[src/hw/rtl/tla_pkg.sv]
`default_nettype none
package tla_pkg;

  typedef enum logic [2:0] {
    ACT_TICK   = 3'd0,
    ACT_SAMPLE = 3'd1,
    ACT_SET    = 3'd2,
    ACT_DOWN   = 3'd3,
    ACT_UP     = 3'd4
  } action_t;

  typedef enum logic [1:0] {
    MODE_RUN        = 2'd0,
    MODE_EDIT_UPPER = 2'd1,
    MODE_EDIT_LOWER = 2'd2
  } mode_t;

  localparam logic [6:0] UPPER_RESET  = 7'd38;
  localparam logic [6:0] LOWER_RESET  = 7'd5;
  localparam logic [6:0] LIMIT_MAX    = 7'd99;
  localparam logic [7:0] PERIOD_RESET = 8'd10;
  localparam logic [6:0] WHOLE_MAX    = 7'd99;
  localparam logic [3:0] TENTH_MAX    = 4'd9;
  localparam logic [14:0] TENTHS_MAX  = 15'd999;

  // Mode, limit and flag state seen by the top level
  typedef struct packed {
    mode_t      mode;
    logic [6:0] upper;
    logic [6:0] lower;
    logic       beep;
    logic       blink;
  } ctrl_stat_t;

endpackage
`default_nettype wire

[src/hw/rtl/tla_sample.sv]
`default_nettype none
module tla_sample import tla_pkg::*; (
  input  wire logic               clk,
  input  wire logic               rst_n,
  input  wire logic               sample_en,
  input  wire logic signed [15:0] raw_temp,
  output logic             [6:0]  whole,
  output logic             [3:0]  tenth
);

  logic [6:0]  whole_r, whole_nxt;
  logic [3:0]  tenth_r, tenth_nxt;
  logic [18:0] prod10;
  logic [14:0] tenths;
  logic [9:0]  t10;
  logic [17:0] recip;
  logic [6:0]  q;
  logic [9:0]  q10;

  // tenths = floor((10*raw + 8) / 16) on the non-negative 15-bit magnitude
  assign prod10 = {1'b0, raw_temp[14:0], 3'b000} + {3'b000, raw_temp[14:0], 1'b0} + 19'd8;
  assign tenths = prod10[18:4];
  assign t10    = tenths[9:0];

  // divide by 10 via reciprocal, exact for t10 <= 999
  assign recip = {8'd0, t10} * 18'd205;
  assign q     = recip[17:11];
  assign q10   = {q, 3'b000} + {2'b00, q, 1'b0};

  always_comb begin
    whole_nxt = whole_r;
    tenth_nxt = tenth_r;
    if (sample_en) begin
      if (raw_temp[15]) begin
        whole_nxt = '0;
        tenth_nxt = '0;
      end else if (tenths > TENTHS_MAX) begin
        whole_nxt = WHOLE_MAX;
        tenth_nxt = TENTH_MAX;
      end else begin
        whole_nxt = q;
        tenth_nxt = 4'(t10 - q10);
      end
    end
  end

  always_ff @(posedge clk) begin
    if (!rst_n) begin
      whole_r <= '0;
      tenth_r <= '0;
    end else begin
      whole_r <= whole_nxt;
      tenth_r <= tenth_nxt;
    end
  end

  assign whole = whole_r;
  assign tenth = tenth_r;

  a_whole_range: assert property (@(posedge clk) disable iff (!rst_n) whole_r <= WHOLE_MAX)
    else $error("whole degrees out of range");
  a_tenth_range: assert property (@(posedge clk) disable iff (!rst_n) tenth_r <= TENTH_MAX)
    else $error("tenth digit out of range");
  a_hold: assert property (@(posedge clk) disable iff (!rst_n)
    !sample_en |=> $stable(whole_r) && $stable(tenth_r))
    else $error("temperature changed without a sample");

endmodule
`default_nettype wire

[src/hw/rtl/tla_ctrl.sv]
`default_nettype none
module tla_ctrl import tla_pkg::*; (
  input  wire logic       clk,
  input  wire logic       rst_n,
  input  wire logic       step_en,
  input  wire action_t    action,
  input  wire logic       cfg_wr_en,
  input  wire logic [7:0] cfg_wr_data,
  output ctrl_stat_t      stat
);

  logic [7:0] period_r;
  mode_t      mode_r, mode_nxt;
  logic [7:0] tick_r, tick_nxt;
  logic       beep_r, beep_nxt;
  logic       blink_r, blink_nxt;
  logic [6:0] upper_r, upper_nxt;
  logic [6:0] lower_r, lower_nxt;
  logic [7:0] tick_inc;

  assign tick_inc = tick_r + 8'd1;

  always_comb begin
    mode_nxt  = mode_r;
    tick_nxt  = tick_r;
    beep_nxt  = beep_r;
    blink_nxt = blink_r;
    upper_nxt = upper_r;
    lower_nxt = lower_r;
    if (step_en) begin
      case (action)
        ACT_TICK: begin
          tick_nxt = tick_inc;
          if (tick_inc >= period_r) begin
            tick_nxt = '0;
            if (mode_r == MODE_RUN) beep_nxt = ~beep_r;
            else                    blink_nxt = ~blink_r;
          end
        end
        ACT_SET: begin
          case (mode_r)
            MODE_RUN:        mode_nxt = MODE_EDIT_UPPER;
            MODE_EDIT_UPPER: mode_nxt = MODE_EDIT_LOWER;
            default:         mode_nxt = MODE_RUN;
          endcase
          tick_nxt  = '0;
          blink_nxt = 1'b1;
        end
        ACT_DOWN: begin
          if (mode_r == MODE_EDIT_UPPER) begin
            upper_nxt = (upper_r > lower_r) ? upper_r - 7'd1 : lower_r;
          end else if (mode_r == MODE_EDIT_LOWER) begin
            if (lower_r != '0) lower_nxt = lower_r - 7'd1;
          end
        end
        ACT_UP: begin
          if (mode_r == MODE_EDIT_UPPER) begin
            if (upper_r < LIMIT_MAX) upper_nxt = upper_r + 7'd1;
          end else if (mode_r == MODE_EDIT_LOWER) begin
            lower_nxt = (lower_r < upper_r) ? lower_r + 7'd1 : upper_r;
          end
        end
        default: ; // sample handled elsewhere; unused codes do nothing
      endcase
    end
  end

  always_ff @(posedge clk) begin
    if (!rst_n) begin
      period_r <= PERIOD_RESET;
      mode_r   <= MODE_RUN;
      tick_r   <= '0;
      beep_r   <= 1'b0;
      blink_r  <= 1'b0;
      upper_r  <= UPPER_RESET;
      lower_r  <= LOWER_RESET;
    end else begin
      if (cfg_wr_en) period_r <= cfg_wr_data;
      mode_r  <= mode_nxt;
      tick_r  <= tick_nxt;
      beep_r  <= beep_nxt;
      blink_r <= blink_nxt;
      upper_r <= upper_nxt;
      lower_r <= lower_nxt;
    end
  end

  assign stat.mode  = mode_r;
  assign stat.upper = upper_r;
  assign stat.lower = lower_r;
  assign stat.beep  = beep_r;
  assign stat.blink = blink_r;

  a_order: assert property (@(posedge clk) disable iff (!rst_n) upper_r >= lower_r)
    else $error("upper limit below lower limit");
  a_upper_max: assert property (@(posedge clk) disable iff (!rst_n) upper_r <= LIMIT_MAX)
    else $error("upper limit above maximum");
  a_set_blink: assert property (@(posedge clk) disable iff (!rst_n)
    step_en && action == ACT_SET |=> blink_r && tick_r == '0)
    else $error("set key did not restart blink");

endmodule
`default_nettype wire

[src/hw/rtl/temperature_limit_alarm.sv]
`default_nettype none
// An accepted transaction is registered at the input, then its update lands in
// the state/result registers once the result slot is free; result valid after it.
// Throughput: one transaction per cycle while the output register is not stalled.
// Reset (rst_n, synchronous, active low): run mode, limits 38/5, reading 0.0,
// flags and tick counter cleared, toggle period 10.
module temperature_limit_alarm import tla_pkg::*; (
  input  wire logic               clk,
  input  wire logic               rst_n,
  input  wire logic               in_valid,
  output logic                    in_stall,
  input  wire logic        [2:0]  in_action,
  input  wire logic signed [15:0] in_raw_temp,
  output logic                    out_valid,
  input  wire logic               out_stall,
  output logic                    out_alarm_on,
  output logic             [1:0]  out_mode,
  output logic             [6:0]  out_temp_whole,
  output logic             [3:0]  out_temp_tenth,
  output logic             [6:0]  out_upper_limit,
  output logic             [6:0]  out_lower_limit,
  output logic                    out_blink_visible,
  input  wire logic               cfg_wr_en,
  input  wire logic        [7:0]  cfg_wr_data
);

  // Input register: holds one transaction; skid-free since stall is simply
  // "input slot full and the result slot cannot take a new update".
  logic               in_valid_r, in_valid_nxt;
  action_t            action_r;
  logic signed [15:0] raw_r;
  logic               out_valid_r, out_valid_nxt;
  logic               advance;
  logic               step_en;
  logic               in_take;
  logic               sample_en;
  ctrl_stat_t         stat;
  logic [6:0]         whole;
  logic [3:0]         tenth;

  // The state registers double as the result register: they only change on
  // a step, and a step only happens when the previous result has gone.
  assign advance   = !out_valid_r || !out_stall;
  assign step_en   = in_valid_r && advance;
  assign in_stall  = in_valid_r && !advance;
  assign in_take   = in_valid && !in_stall;
  assign sample_en = step_en && action_r == ACT_SAMPLE && stat.mode == MODE_RUN;

  always_comb begin
    in_valid_nxt = in_valid_r;
    if (in_take)      in_valid_nxt = 1'b1;
    else if (step_en) in_valid_nxt = 1'b0;
  end

  always_comb begin
    out_valid_nxt = out_valid_r;
    if (step_en)         out_valid_nxt = 1'b1;
    else if (!out_stall) out_valid_nxt = 1'b0;
  end

  always_ff @(posedge clk) begin
    if (!rst_n) begin
      in_valid_r  <= 1'b0;
      out_valid_r <= 1'b0;
    end else begin
      in_valid_r  <= in_valid_nxt;
      out_valid_r <= out_valid_nxt;
    end
  end

  // payload, no reset needed
  always_ff @(posedge clk) begin
    if (in_take) begin
      action_r <= action_t'(in_action);
      raw_r    <= in_raw_temp;
    end
  end

  tla_ctrl u_ctrl (
    .clk         (clk),
    .rst_n       (rst_n),
    .step_en     (step_en),
    .action      (action_r),
    .cfg_wr_en   (cfg_wr_en),
    .cfg_wr_data (cfg_wr_data),
    .stat        (stat)
  );

  tla_sample u_sample (
    .clk       (clk),
    .rst_n     (rst_n),
    .sample_en (sample_en),
    .raw_temp  (raw_r),
    .whole     (whole),
    .tenth     (tenth)
  );

  // Alarm: run mode, beep phase on, reading outside [lower, upper)
  assign out_alarm_on      = stat.mode == MODE_RUN && stat.beep &&
                             (whole >= stat.upper || whole < stat.lower);
  assign out_valid         = out_valid_r;
  assign out_mode          = stat.mode;
  assign out_temp_whole    = whole;
  assign out_temp_tenth    = tenth;
  assign out_upper_limit   = stat.upper;
  assign out_lower_limit   = stat.lower;
  assign out_blink_visible = stat.mode != MODE_RUN && stat.blink;

  a_stall_when_full: assert property (@(posedge clk) disable iff (!rst_n)
    in_valid_r && out_valid_r && out_stall |-> in_stall)
    else $error("input accepted while result slot blocked");
  a_step_gives_result: assert property (@(posedge clk) disable iff (!rst_n)
    step_en |=> out_valid_r)
    else $error("step did not produce a result");
  a_state_quiet: assert property (@(posedge clk) disable iff (!rst_n)
    !step_en |=> $stable(stat) && $stable(whole) && $stable(tenth))
    else $error("state changed without a transaction");

endmodule
`default_nettype wire
[config.mk]
export PLATFORM = sky130hd
export DESIGN_NAME = temperature_limit_alarm
export DESIGN_NICKNAME = d
export VERILOG_FILES = /design/src/hw/rtl/tla_pkg.sv /design/src/hw/rtl/tla_sample.sv /design/src/hw/rtl/tla_ctrl.sv /design/src/hw/rtl/temperature_limit_alarm.sv
export SDC_FILE = /design/constraint.sdc
export NUM_CORES = 1
export LEC_CHECK = 0
export BUFFER_PORTS_ARGS = -buffer_cell sky130_fd_sc_hd__buf_4
export CAP_MARGIN = 20
export CORE_ASPECT_RATIO = 1.2
export CORE_MARGIN = 2
export CORE_UTILIZATION = 40
export CTS_CLUSTER_DIAMETER = 150
export DETAILED_ROUTE_END_ITERATION = 7
export PLACE_DENSITY = 0.68
export SLEW_MARGIN = 20
export SYNTH_ARGS = -nofsm -noshare
export SYNTH_HDL_FRONTEND = slang
export SYNTH_HIERARCHICAL = 1
export SYNTH_SLANG_ARGS = --single-unit
export TNS_END_PERCENT = 100
[constraint.sdc]
create_clock -name clk -period 10.3 [get_ports clk]
set_input_delay 1.03 -clock clk [delete_from_list [all_inputs] [get_ports clk]]
set_output_delay 1.03 -clock clk [all_outputs]
set_load 0.01 [all_outputs]
==> flow_metrics.env, run 1 <==
export IMPL_run_status="completed"
export IMPL_worstSetupStartpointType="flop"
export IMPL_hp_start="u_sample/tenth[1]"
export IMPL_critPathRequiredTime_ns=10.57
export IMPL_portBuffers=62
export IMPL_hpwl_um=11010
export IMPL_reg2reg_from="raw_r[3]"
export IMPL_gr_total_overflow=0
export IMPL_peakVddDrop_v=0.0004743
export IMPL_syn_area_um2=6247
export IMPL_ant_nets=0
export IMPL_design_core_area_um2=15450
export IMPL_powerDensity_nw_per_um2=299.2
export IMPL_grt_pass1_wl_um=23420
export IMPL_synth_seq_cells=66
export IMPL_critPathKind="flop to flop"
export IMPL_synth_enable_flop_cells=19
export IMPL_synth_mux_area_frac=0.01782
export IMPL_cts_tree="yes"
export IMPL_clkPwrFrac=0.131
export IMPL_num_vias=5107
export IMPL_slew_viol_final=0
export IMPL_drt_total_wl_um=13950
export IMPL_grt_max_degree=28
export IMPL_p_leak_uw=0.003251
export IMPL_drc=0
export IMPL_holdBufCountCts=0
export IMPL_worstSkewPairLatency_ns=0.33
export IMPL_synth_cells=686
export IMPL_clock_sinks=66
export IMPL_synth_simple_area_share=0.1556
export IMPL_p_comb_frac=0.737
export IMPL_cap_violations=0
export IMPL_worst_pin_slew_ns=0.9091
export IMPL_dieArea_um2=16640
export IMPL_cp_max_fo=5
export IMPL_holdPathStages=1
export IMPL_antenna_found_initial=0
export IMPL_cts_setup_buffers=0
export IMPL_routedWlPerCell_um=14.65
export IMPL_fin_tns_setup_ns=0
export IMPL_ys_flop_type="dfxtp_1"
export IMPL_synth_area_leaders="ha_1 (21%), dfxtp_1 (15%), edfxtp_1 (9.1%)"
export IMPL_clock_skew_ns=0.006575
export IMPL_syn_nets=839
export IMPL_max_slew_margin_rel=0.3903
export IMPL_final_common_cell="ha_1"
export IMPL_start_util=0.4043
export IMPL_finalCritPeriodShare=0.6375
export IMPL_num_antenna_cells=0
export IMPL_die_y_um=140.9
export IMPL_routed_via_density=5.364
export IMPL_synth_xor_area_share=0.07110
export IMPL_layout_common_cells="ha_1 (104), inv_1 (77), buf_4 (63)"
export IMPL_p_sw_uw=928.2
export IMPL_instances_no_fill=952
export IMPL_min_path_type="flop to flop"
export IMPL_timing_critical_path_from="raw_r[3]"
export IMPL_p_seq_frac=0.131
export IMPL_drive_above_1_share=0.1452
export IMPL_cts_buffers_inserted=9
export IMPL_htreeDepth=3
export IMPL_p_sw_frac=0.4331
export IMPL_fp_row_count=50
export IMPL_placed_cells=936
export IMPL_synth_adder_area_share=0.2628
export IMPL_first_global_vias=4979
export IMPL_intPower_uw=1215
export IMPL_cp_end_kind="flop"
export IMPL_cts_clk_slew_worst_paths_ns=0.05
export IMPL_syn_avg_cell_area_um2=9.107
export IMPL_reg2reg_slack_ns=3.73
export IMPL_min_period_ns=6.566
export IMPL_setup_viol=0
export IMPL_hold_slack_ns=0.4820
export IMPL_cts_repair_resized=0
export IMPL_first_pass_iters=4
export IMPL_synth_top_family_by_area="adder cells"
export IMPL_io_pins=63
export IMPL_finalHoldViolations=0
export IMPL_yosysTopAreaCell="ha_1"
export IMPL_syn_to_final_growth_pct=14.64
export IMPL_synth_compound_area_share=0.1887
export IMPL_ys_seq_area_frac=0.2419
export IMPL_reg2regPathDepth=27
export IMPL_nNetsFinal=892
export IMPL_synth_distinct_cells=82
export IMPL_clockBufferDepth=2
export IMPL_fp_dieW_um=118.1
export IMPL_synth_top_area_frac=0.2083
export IMPL_gr_usage_all_layers=0.1718
export IMPL_rsz0062_at_grt="false"
export IMPL_yosys_warnings=6
export IMPL_async_reset_ff_frac=0
export IMPL_gp_congestion=0.8889
export IMPL_timing_fmax_ghz=0.1523
export IMPL_drt_iter0_drc=156
export IMPL_arrival_ns=6.84
export IMPL_cts_root_buf="clkbuf_16"
-- worst paths after layout --
check / to
worst min-delay path: u_sample/tenth[1]
worst max-delay path: u_sample/tenth[3]
worst min register to register: u_sample/tenth[1]
worst max register to register: u_sample/tenth[3]
-- cell families (layout without fill, tap and decap cells) --
| family | Yosys count | count (layout) |
|---|---|---|
| simple gates | 188 | 188 |
| compound gates | 158 | 158 |
| fa+ha+maj | 121 | 121 |
| buf+inv | 98 | 156 |
| flops | 66 | 66 |
| xor+xnor | 44 | 44 |
| mux | 11 | 11 |
-- sequential cells by signal, indices dropped and copies added, names as in the netlist, 2 cells and up --
name,cells
raw_r,16
u_ctrl/period_r,8
u_ctrl/tick_r,8
u_ctrl/lower_r,7
u_ctrl/upper_r,7
u_sample/whole,7
u_sample/tenth,4
action_r,3
u_ctrl/mode_r,2
-- power by group through the flow --
stage          Sequential, uW  Combinational [uW]  Clock (uW)
2_1_floorplan             285                1310           0
3_3_place_gp              287                1580           0
3_5_place_dp              287                1600           0
4_1_cts                   282                1610         287
5_1_grt                   283                1810         299
6_report                  282                1580         281
-- cells in the mapped netlist, types with 3 or more instances --
| cell type | n |
|---|---|
| mux2i_1 | 10 |
| a21oi_1 | 40 |
| nand2b_1 | 6 |
| a211oi_1 | 3 |
| xnor2_1 | 26 |
| o21ai_0 | 23 |
| o211ai_1 | 10 |
| nor2_1 | 45 |
| o211a_1 | 3 |
| edfxtp_1 | 19 |
| nor2b_1 | 11 |
| a21boi_0 | 3 |
| a31oi_1 | 8 |
| nand2_1 | 47 |
| buf_2 | 4 |
| a211o_1 | 3 |
| inv_1 | 77 |
| nand3_1 | 23 |
| nor3b_1 | 3 |
| buf_4 | 4 |
| a21o_1 | 8 |
| or3_1 | 4 |
| nand4_1 | 8 |
| ha_1 | 104 |
| o21a_1 | 7 |
| a22o_1 | 5 |
| clkbuf_1 | 12 |
| nor3_1 | 12 |
| and2_1 | 3 |
| and3_1 | 10 |
| fa_1 | 17 |
| o21ai_1 | 5 |
| a2111oi_0 | 3 |
| dfxtp_1 | 47 |
| xor2_1 | 14 |
-- metal layers --
layer	track usage	wire length, um	share of wire	up-vias
met5	0	0	0	-
met4	0.07039	366	0.026	0
met3	0.02670	432	0.031	23
met2	0.3057	7004	0.50	85
met1	0.2059	6146	0.44	2433
li1	-	-	-	2566
-- layout make-up --
class                   count  area [um^2]
fillers                  1519         8290
clock buffers               9        225.2
inverters                  77        289.0
clock inverters             7        55.05
well taps                 208        260.3
repair buffers             63        473.0
flip-flops and latches     66         1511
multi-input cells         522         4348
-- per-stage QoR --
stage	setup WS (ns)	utilization	total power, uW	area (um^2)
floorplan	4.091	-	1599	6247
global placement	3.796	0.4453	1871	6882
detailed placement	3.724	0.4453	1886	6882
CTS	3.683	0.4635	2180	7162
global route	3.068	0.4635	2390	7162
finish	3.734	0.4635	2143	7162
-- worst max-delay path, cell delays in order (launching register included) --
cell and delay, ns:
edfxtp_1 0.41, ha_1 0.29, ha_1 0.23, fa_1 0.41, a21oi_1 0.24, o21ai_1 0.09, a21oi_1 0.24, xnor2_2 0.14
ha_1 0.32, inv_1 0.06, fa_1 0.50, inv_1 0.05, fa_1 0.52, inv_1 0.05, fa_1 0.54, inv_1 0.04
ha_1 0.30, a2111oi_0 0.38, o21ai_1 0.16, a21oi_1 0.22, nor2b_1 0.07, nor2_1 0.12, xnor2_1 0.16, ha_1 0.21
xor2_1 0.19, xnor3_1 0.32, a21oi_1 0.15, a31o_1 0.10
(Power assumes the default switching activity.)
==> run 2, diff against run 1 <==
- PLACE_DENSITY: 0.68 -> 0.7
- clock period: 10.3 -> 5.7 ns (I/O delays scaled with it)
==> run 2 against run 1 <==
  * The run now ends with setup timing left
  * Critical path depth shrank 1
  * Utilization grew 5.8 points
  * Clock-buffer cell count unchanged
  * Global-route usage grew 1.7 points
  * Design area is 12% higher
  * Hold slack worse by 0.072 ns
  * Sequential power is 81% higher
  * Critical path type unchanged
  * Largest cell class unchanged
==> flow_metrics.env, run 2 (same netlist as run 1, synthesis figures left out) <==
export IMPL_run_status="complete, but fails checks"
export IMPL_violations="setup timing"
export IMPL_worstSkewPairLatency_ns=0.33
export IMPL_max_slew_margin_rel=0.3238
export IMPL_portBuffers=62
export IMPL_drt_total_wl_um=15470
export IMPL_first_global_vias=5461
export IMPL_cp_max_fo=2
export IMPL_fin_tns_setup_ns=-0.7443
export IMPL_regToRegEndpoint="u_sample/tenth[3]"
export IMPL_cts_buffers_inserted=9
export IMPL_reg2reg_from="raw_r[2]"
export IMPL_placed_cells=984
export IMPL_htreeDepth=3
export IMPL_fp_row_count=50
export IMPL_drive_above_1_share=0.2824
export IMPL_cts_root_buf="clkbuf_16"
export IMPL_fp_dieW_um=118.1
export IMPL_p_sw_frac=0.4032
export IMPL_largestRegisters="raw_r (16), u_ctrl/period_r (8), u_ctrl/tick_r (8)"
export IMPL_cts_tree="yes"
export IMPL_p_seq_frac=0.087
export IMPL_p_sw_uw=2367
export IMPL_rsz0062_at_grt="true"
export IMPL_largest_register="raw_r"
export IMPL_final_common_cell="buf_4"
export IMPL_drc=0
export IMPL_reg2reg_slack_ns=-0.23
export IMPL_arrival_ns=6.20
export IMPL_hold_slack_ns=0.4100
export IMPL_fillers=1410
export IMPL_num_antenna_cells=0
export IMPL_grt_pass1_wl_um=25750
export IMPL_gp_congestion=0.9118
export IMPL_timing_critical_path_from="raw_r[2]"
export IMPL_die_y_um=140.9
export IMPL_dieArea_um2=16640
export IMPL_worst_pin_slew_ns=1.010
export IMPL_routedWlPerCell_um=14.98
export IMPL_slowest_delay_ns=0.56
export IMPL_antenna_found_initial=0
export IMPL_cp_top_family="adder cells"
export IMPL_syn_to_final_growth_pct=28.96
export IMPL_clock_sinks=66
export IMPL_hpwl_um=11340
export IMPL_dpl_worst_slack_ns=-0.4356
export IMPL_min_path_type="input pin to flop"
export IMPL_finalCritPeriodShare=1.040
export IMPL_drt_iter0_drc=157
export IMPL_clkPwrFrac=0.087
export IMPL_cp_num_buf_inv=3
export IMPL_slew_viol_final=0
export IMPL_p_leak_uw=0.003693
export IMPL_largest_register_ffs=16
export IMPL_timing_fmax_ghz=0.1687
export IMPL_ant_nets=0
export IMPL_critPathKind="flop to flop"
export IMPL_fin_total_pwr_uw=5871
export IMPL_gr_usage_all_layers=0.1891
export IMPL_instances_no_fill=1033
export IMPL_layout_common_cells="buf_4 (140), ha_1 (94), inv_1 (72)"
export IMPL_first_pass_iters=5
export IMPL_start_util=0.4043
export IMPL_clock_skew_ns=0.007302
export IMPL_finalHoldViolations=0
export IMPL_setup_slack_ns=-0.2283
export IMPL_p_comb_frac=0.826
export IMPL_peakVddDrop_v=0.0008464
export IMPL_clockBufferDepth=2
export IMPL_setup_viol=5
export IMPL_critPathRequiredTime_ns=5.97
export IMPL_min_period_ns=5.928
export IMPL_num_vias=5476
export IMPL_cp_num_cells=26
export IMPL_slowest_stage="fa_1"
export IMPL_worstSetupStartpointType="flop"
export IMPL_io_pins=63
export IMPL_reg2regPathDepth=26
export IMPL_gr_total_overflow=0
export IMPL_cp_end_kind="flop"
export IMPL_holdBufCountCts=0
export IMPL_nNetsFinal=973
export IMPL_design_core_area_um2=15450
export IMPL_grt_max_degree=28
export IMPL_cts_clk_slew_worst_paths_ns=0.06
export IMPL_intPower_uw=3503
export IMPL_powerDensity_nw_per_um2=728.7
export IMPL_cap_violations=0
export IMPL_routed_via_density=5.301
export IMPL_endpoint="u_sample/tenth[3]"
## run 2: changes by cell type in the layout (fill, tap and decap cells not counted), moves of 4 or more
cell / delta
inv_1: -5
xnor2_1: -5
buf_6: +4
inv_2: +5
a21oi_2: +6
ha_1: -10
ha_4: +7
nor2_2: +4
a21oi_1: -6
buf_4: +77
nor2_1: -5
xnor2_2: +5
## run 2: worst min path at each step
stage | slack [ns] | endpoint | start | cells past startpoint
after floorplan | 0.46 | u_ctrl/tick_r[6] | u_ctrl/tick_r[6] | 2
after global placement | 0.47 | u_sample/tenth[1] | u_sample/tenth[1] | 1
after detailed placement | 0.47 | u_sample/tenth[1] | u_sample/tenth[1] | 1
after CTS | 0.40 | raw_r[11] | in_raw_temp[11] | 1
after global routing | 0.40 | raw_r[6] | in_raw_temp[6] | 1
final | 0.41 | raw_r[12] | in_raw_temp[12] | 1
## run 2: metrics by stage
step / cell area [um^2] / util
floorplan: 6379 / -
global placement: 7376 / 0.4773
detailed placement: 7376 / 0.4773
CTS: 7966 / 0.5155
global route: 8056 / 0.5214
finish: 8056 / 0.5214
## run 2: power by group through the flow
stage,Sequential [uW],Clock [uW],Combinational (uW)
2_1_floorplan,516,0,2780
3_3_place_gp,519,0,3900
3_5_place_dp,520,0,4030
4_1_cts,510,521,4400
5_1_grt,512,542,5380
6_report,510,511,4850
## run 2: final cells by class
cell class	count	area, um^2	area share
Sequential cell	66	1511	0.1876
Multi-Input combinational cell	522	4621	0.5735
Clock inverter	7	53.80	0.006678
Timing Repair Buffer	144	1096	0.1360
Tap cell	208	260.3	0.03230
Inverter	77	289.0	0.03588
Clock buffer	9	225.2	0.02795
## run 2: what timing repair did
item                       CTS  global route
pin swaps                   31            24
setup endpoints to repair    8            11
gates resized for setup     10            21
setup buffers               36             6
## run 2: per-layer routing
metal  up-vias  share of wire  track usage
li1       2715              -            -
met1      2621           0.42       0.2166
met2       115           0.53       0.3550
met3        25          0.034      0.02468
met4         0          0.023      0.07229
met5         -              0            0
==> run 3, diff against run 2 <==
- ABC_AREA: unset -> 1
==> run 3 against run 2 <==
  * The run now ends clean
  * Utilization decreased by 1.3 points
  * Final cell count increased by 25%
  * Clock skew increased by 0.0039 ns
  * Largest cell class unchanged
  * First-iteration DRC count increased by 140%
  * Global-route usage increased by 0.17 points
  * Hold slack got worse by 0.011 ns
  * Synthesized cell count increased by 43%
  * Critical path depth increased by 6
  * Wire length increased by 18%
  * Via count increased by 21%
  * Flip-flop and latch count unchanged
==> flow_metrics.env, run 3 <==
export IMPL_largest_register_ffs=16
export IMPL_design_core_area_um2=16920
export IMPL_syn_nets=1132
export IMPL_multi_input_area_um2=5111
export IMPL_synth_enable_flop_cells=19
export IMPL_worst_pin_slew_ns=0.7831
export IMPL_fp_dieW_um=124.3
export IMPL_holdBufCountCts=0
export IMPL_cap_violations=0
export IMPL_instances_no_fill=1291
export IMPL_syn_area_um2=6944
export IMPL_finalCritPeriodShare=0.9581
export IMPL_nNetsFinal=1223
export IMPL_cp_end_kind="flop"
export IMPL_synth_top_cells_by_count="nand2_1 (202), inv_1 (158), ha_1 (104)"
export IMPL_drive_above_1_share=0.2353
export IMPL_arrival_ns=5.68
export IMPL_clock_sinks=66
export IMPL_cts_tree="yes"
export IMPL_worstSetupStartpointType="flop"
export IMPL_synth_top_area_frac=0.1874
export IMPL_final_cell_area_um2=8606
export IMPL_synth_distinct_cells=47
export IMPL_fillers=1658
export IMPL_timing_critical_path_from="raw_r[3]"
export IMPL_seq_area_um2=1511
export IMPL_critPathKind="flop to flop"
export IMPL_slowest_stage="fa_1"
export IMPL_clockBufferDepth=2
export IMPL_io_pins=63
export IMPL_synth_most_common_cell="nand2_1"
export IMPL_setup_viol=0
export IMPL_layout_common_cells="nand2_1 (188), inv_1 (145), nor2_1 (97)"
export IMPL_cp_max_fo=4
export IMPL_ys_seq_area_frac=0.2177
export IMPL_gr_total_overflow=0
export IMPL_first_pass_iters=5
export IMPL_htreeDepth=3
export IMPL_timing_fmax_ghz=0.1831
export IMPL_finalHoldViolations=0
export IMPL_drt_iter0_drc=370
export IMPL_min_period_ns=5.461
export IMPL_drc=0
export IMPL_slew_viol_final=0
export IMPL_hold_slack_ns=0.3993
export IMPL_reg2reg_from="raw_r[3]"
export IMPL_slowest_delay_ns=0.57
export IMPL_run_status="completed"
export IMPL_num_vias=6639
export IMPL_final_common_cell="nand2_1"
export IMPL_cts_buffers_inserted=9
export IMPL_syn_avg_cell_area_um2=7.093
export IMPL_synth_seq_cells=66
export IMPL_ys_flop_type="dfxtp_1"
export IMPL_max_slew_margin_rel=0.4773
export IMPL_synth_area_leaders="ha_1 (19%), dfxtp_1 (14%), nand2_1 (11%)"
export IMPL_gr_usage_all_layers=0.1908
export IMPL_worstSkewPairLatency_ns=0.34
export IMPL_yosys_warnings=6
export IMPL_antenna_found_initial=0
export IMPL_drt_total_wl_um=18210
export IMPL_grt_pass1_wl_um=28960
export IMPL_cts_root_buf="clkbuf_16"
export IMPL_dieArea_um2=18440
export IMPL_cts_clk_slew_worst_paths_ns=0.06
export IMPL_largest_register="raw_r"
export IMPL_min_path_type="input pin to flop"
export IMPL_largestRegisters="raw_r (16), u_ctrl/period_r (8), u_ctrl/tick_r (8)"
export IMPL_routedWlPerCell_um=14.10
export IMPL_placed_area_um2=7735
export IMPL_critPathRequiredTime_ns=5.92
export IMPL_die_y_um=148.3
export IMPL_grt_max_degree=23
export IMPL_gp_congestion=0.9086
export IMPL_placed_cells=1263
export IMPL_portBuffers=62
export IMPL_yosysTopAreaCell="ha_1"
export IMPL_start_util=0.4105
export IMPL_synth_cells=979
export IMPL_num_antenna_cells=0
export IMPL_routed_via_density=5.143
export IMPL_first_global_vias=6308
export IMPL_fp_row_count=52
export IMPL_hp_start="in_raw_temp[15]"
export IMPL_syn_to_final_growth_pct=23.93
export IMPL_clock_skew_ns=0.01119
export IMPL_async_reset_ff_frac=0
export IMPL_ant_nets=0
export IMPL_hpwl_um=13680
## run 3: changes by cell type after synthesis, moves of 21 or more
| cell | before | now |
|---|---|---|
| nand2_1 | 47 | 202 |
| inv_1 | 77 | 158 |
| nor2_1 | 45 | 101 |
| nand3_1 | 23 | 63 |
| a21oi_1 | 40 | 71 |
| xnor2_1 | 26 | 5 |
## run 3: cells by family (layout without fill, tap and decap cells)
kind of cell,after synthesis,after routing,synth area share
compound gates,133,133,0.1047
xor+xnor,23,23,0.03009
fa+ha+maj,121,121,0.2364
buf+inv,193,289,0.1115
flops,66,66,0.2177
simple gates,443,443,0.2996
## run 3: final timing paths
check,endpoint,slack [ns],cells after the start
hold reg to reg,u_sample/tenth[0],0.46,2
setup reg to reg,u_sample/tenth[3],0.24,32
hold / removal,raw_r[15],0.40,1
setup / recovery,u_sample/tenth[3],0.24,32
## run 3: metal layers
metal	track usage	routed length, um
met5	0	0
met4	0.08371	563
met3	0.03741	673
met2	0.3432	9234
met1	0.2202	7734
## run 3: area by class of cell
cell class / count / area share
timing repair buffer: 96 / 0.08418
sequential: 66 / 0.1756
clock inverter: 3 / 0.004943
clock buffer: 13 / 0.03271
tap: 216 / 0.03140
inverter: 177 / 0.07720
multi-input combinational: 720 / 0.5939
## run 3: per-stage QoR
step	setup WS, ns	utilization	TNS (ns)
6_report	0.2387	0.5087	0
5_1_grt	-0.07576	0.5087	-0.07576
3_5_place_dp	-0.04713	0.4572	-0.04713
4_1_cts	0.01078	0.4770	0
2_1_floorplan	0.1292	-	0
3_3_place_gp	-0.003158	0.4572	-0.003158
## run 3: what timing repair did
item	CTS	global route
setup endpoints to repair	1	6
buffers inserted	0	12
pin swaps	0	40
cloned	0	0
resized for setup	3	84
## run 3: critical path: cells and delay by family, from the launching register on
kind,cells,cell delay (ns)
adder cells (fa/ha/maj),9,3.22
AND/OR/NAND/NOR,15,1.07
flip-flops,1,0.46
buffers and inverters,6,0.38
AO/OA/AOI/OAI,2,0.21
Power of run 3 is left out: the tool's default activity adds up to more than one toggle a clock period on the data nets, which glitch-free logic cannot reach.
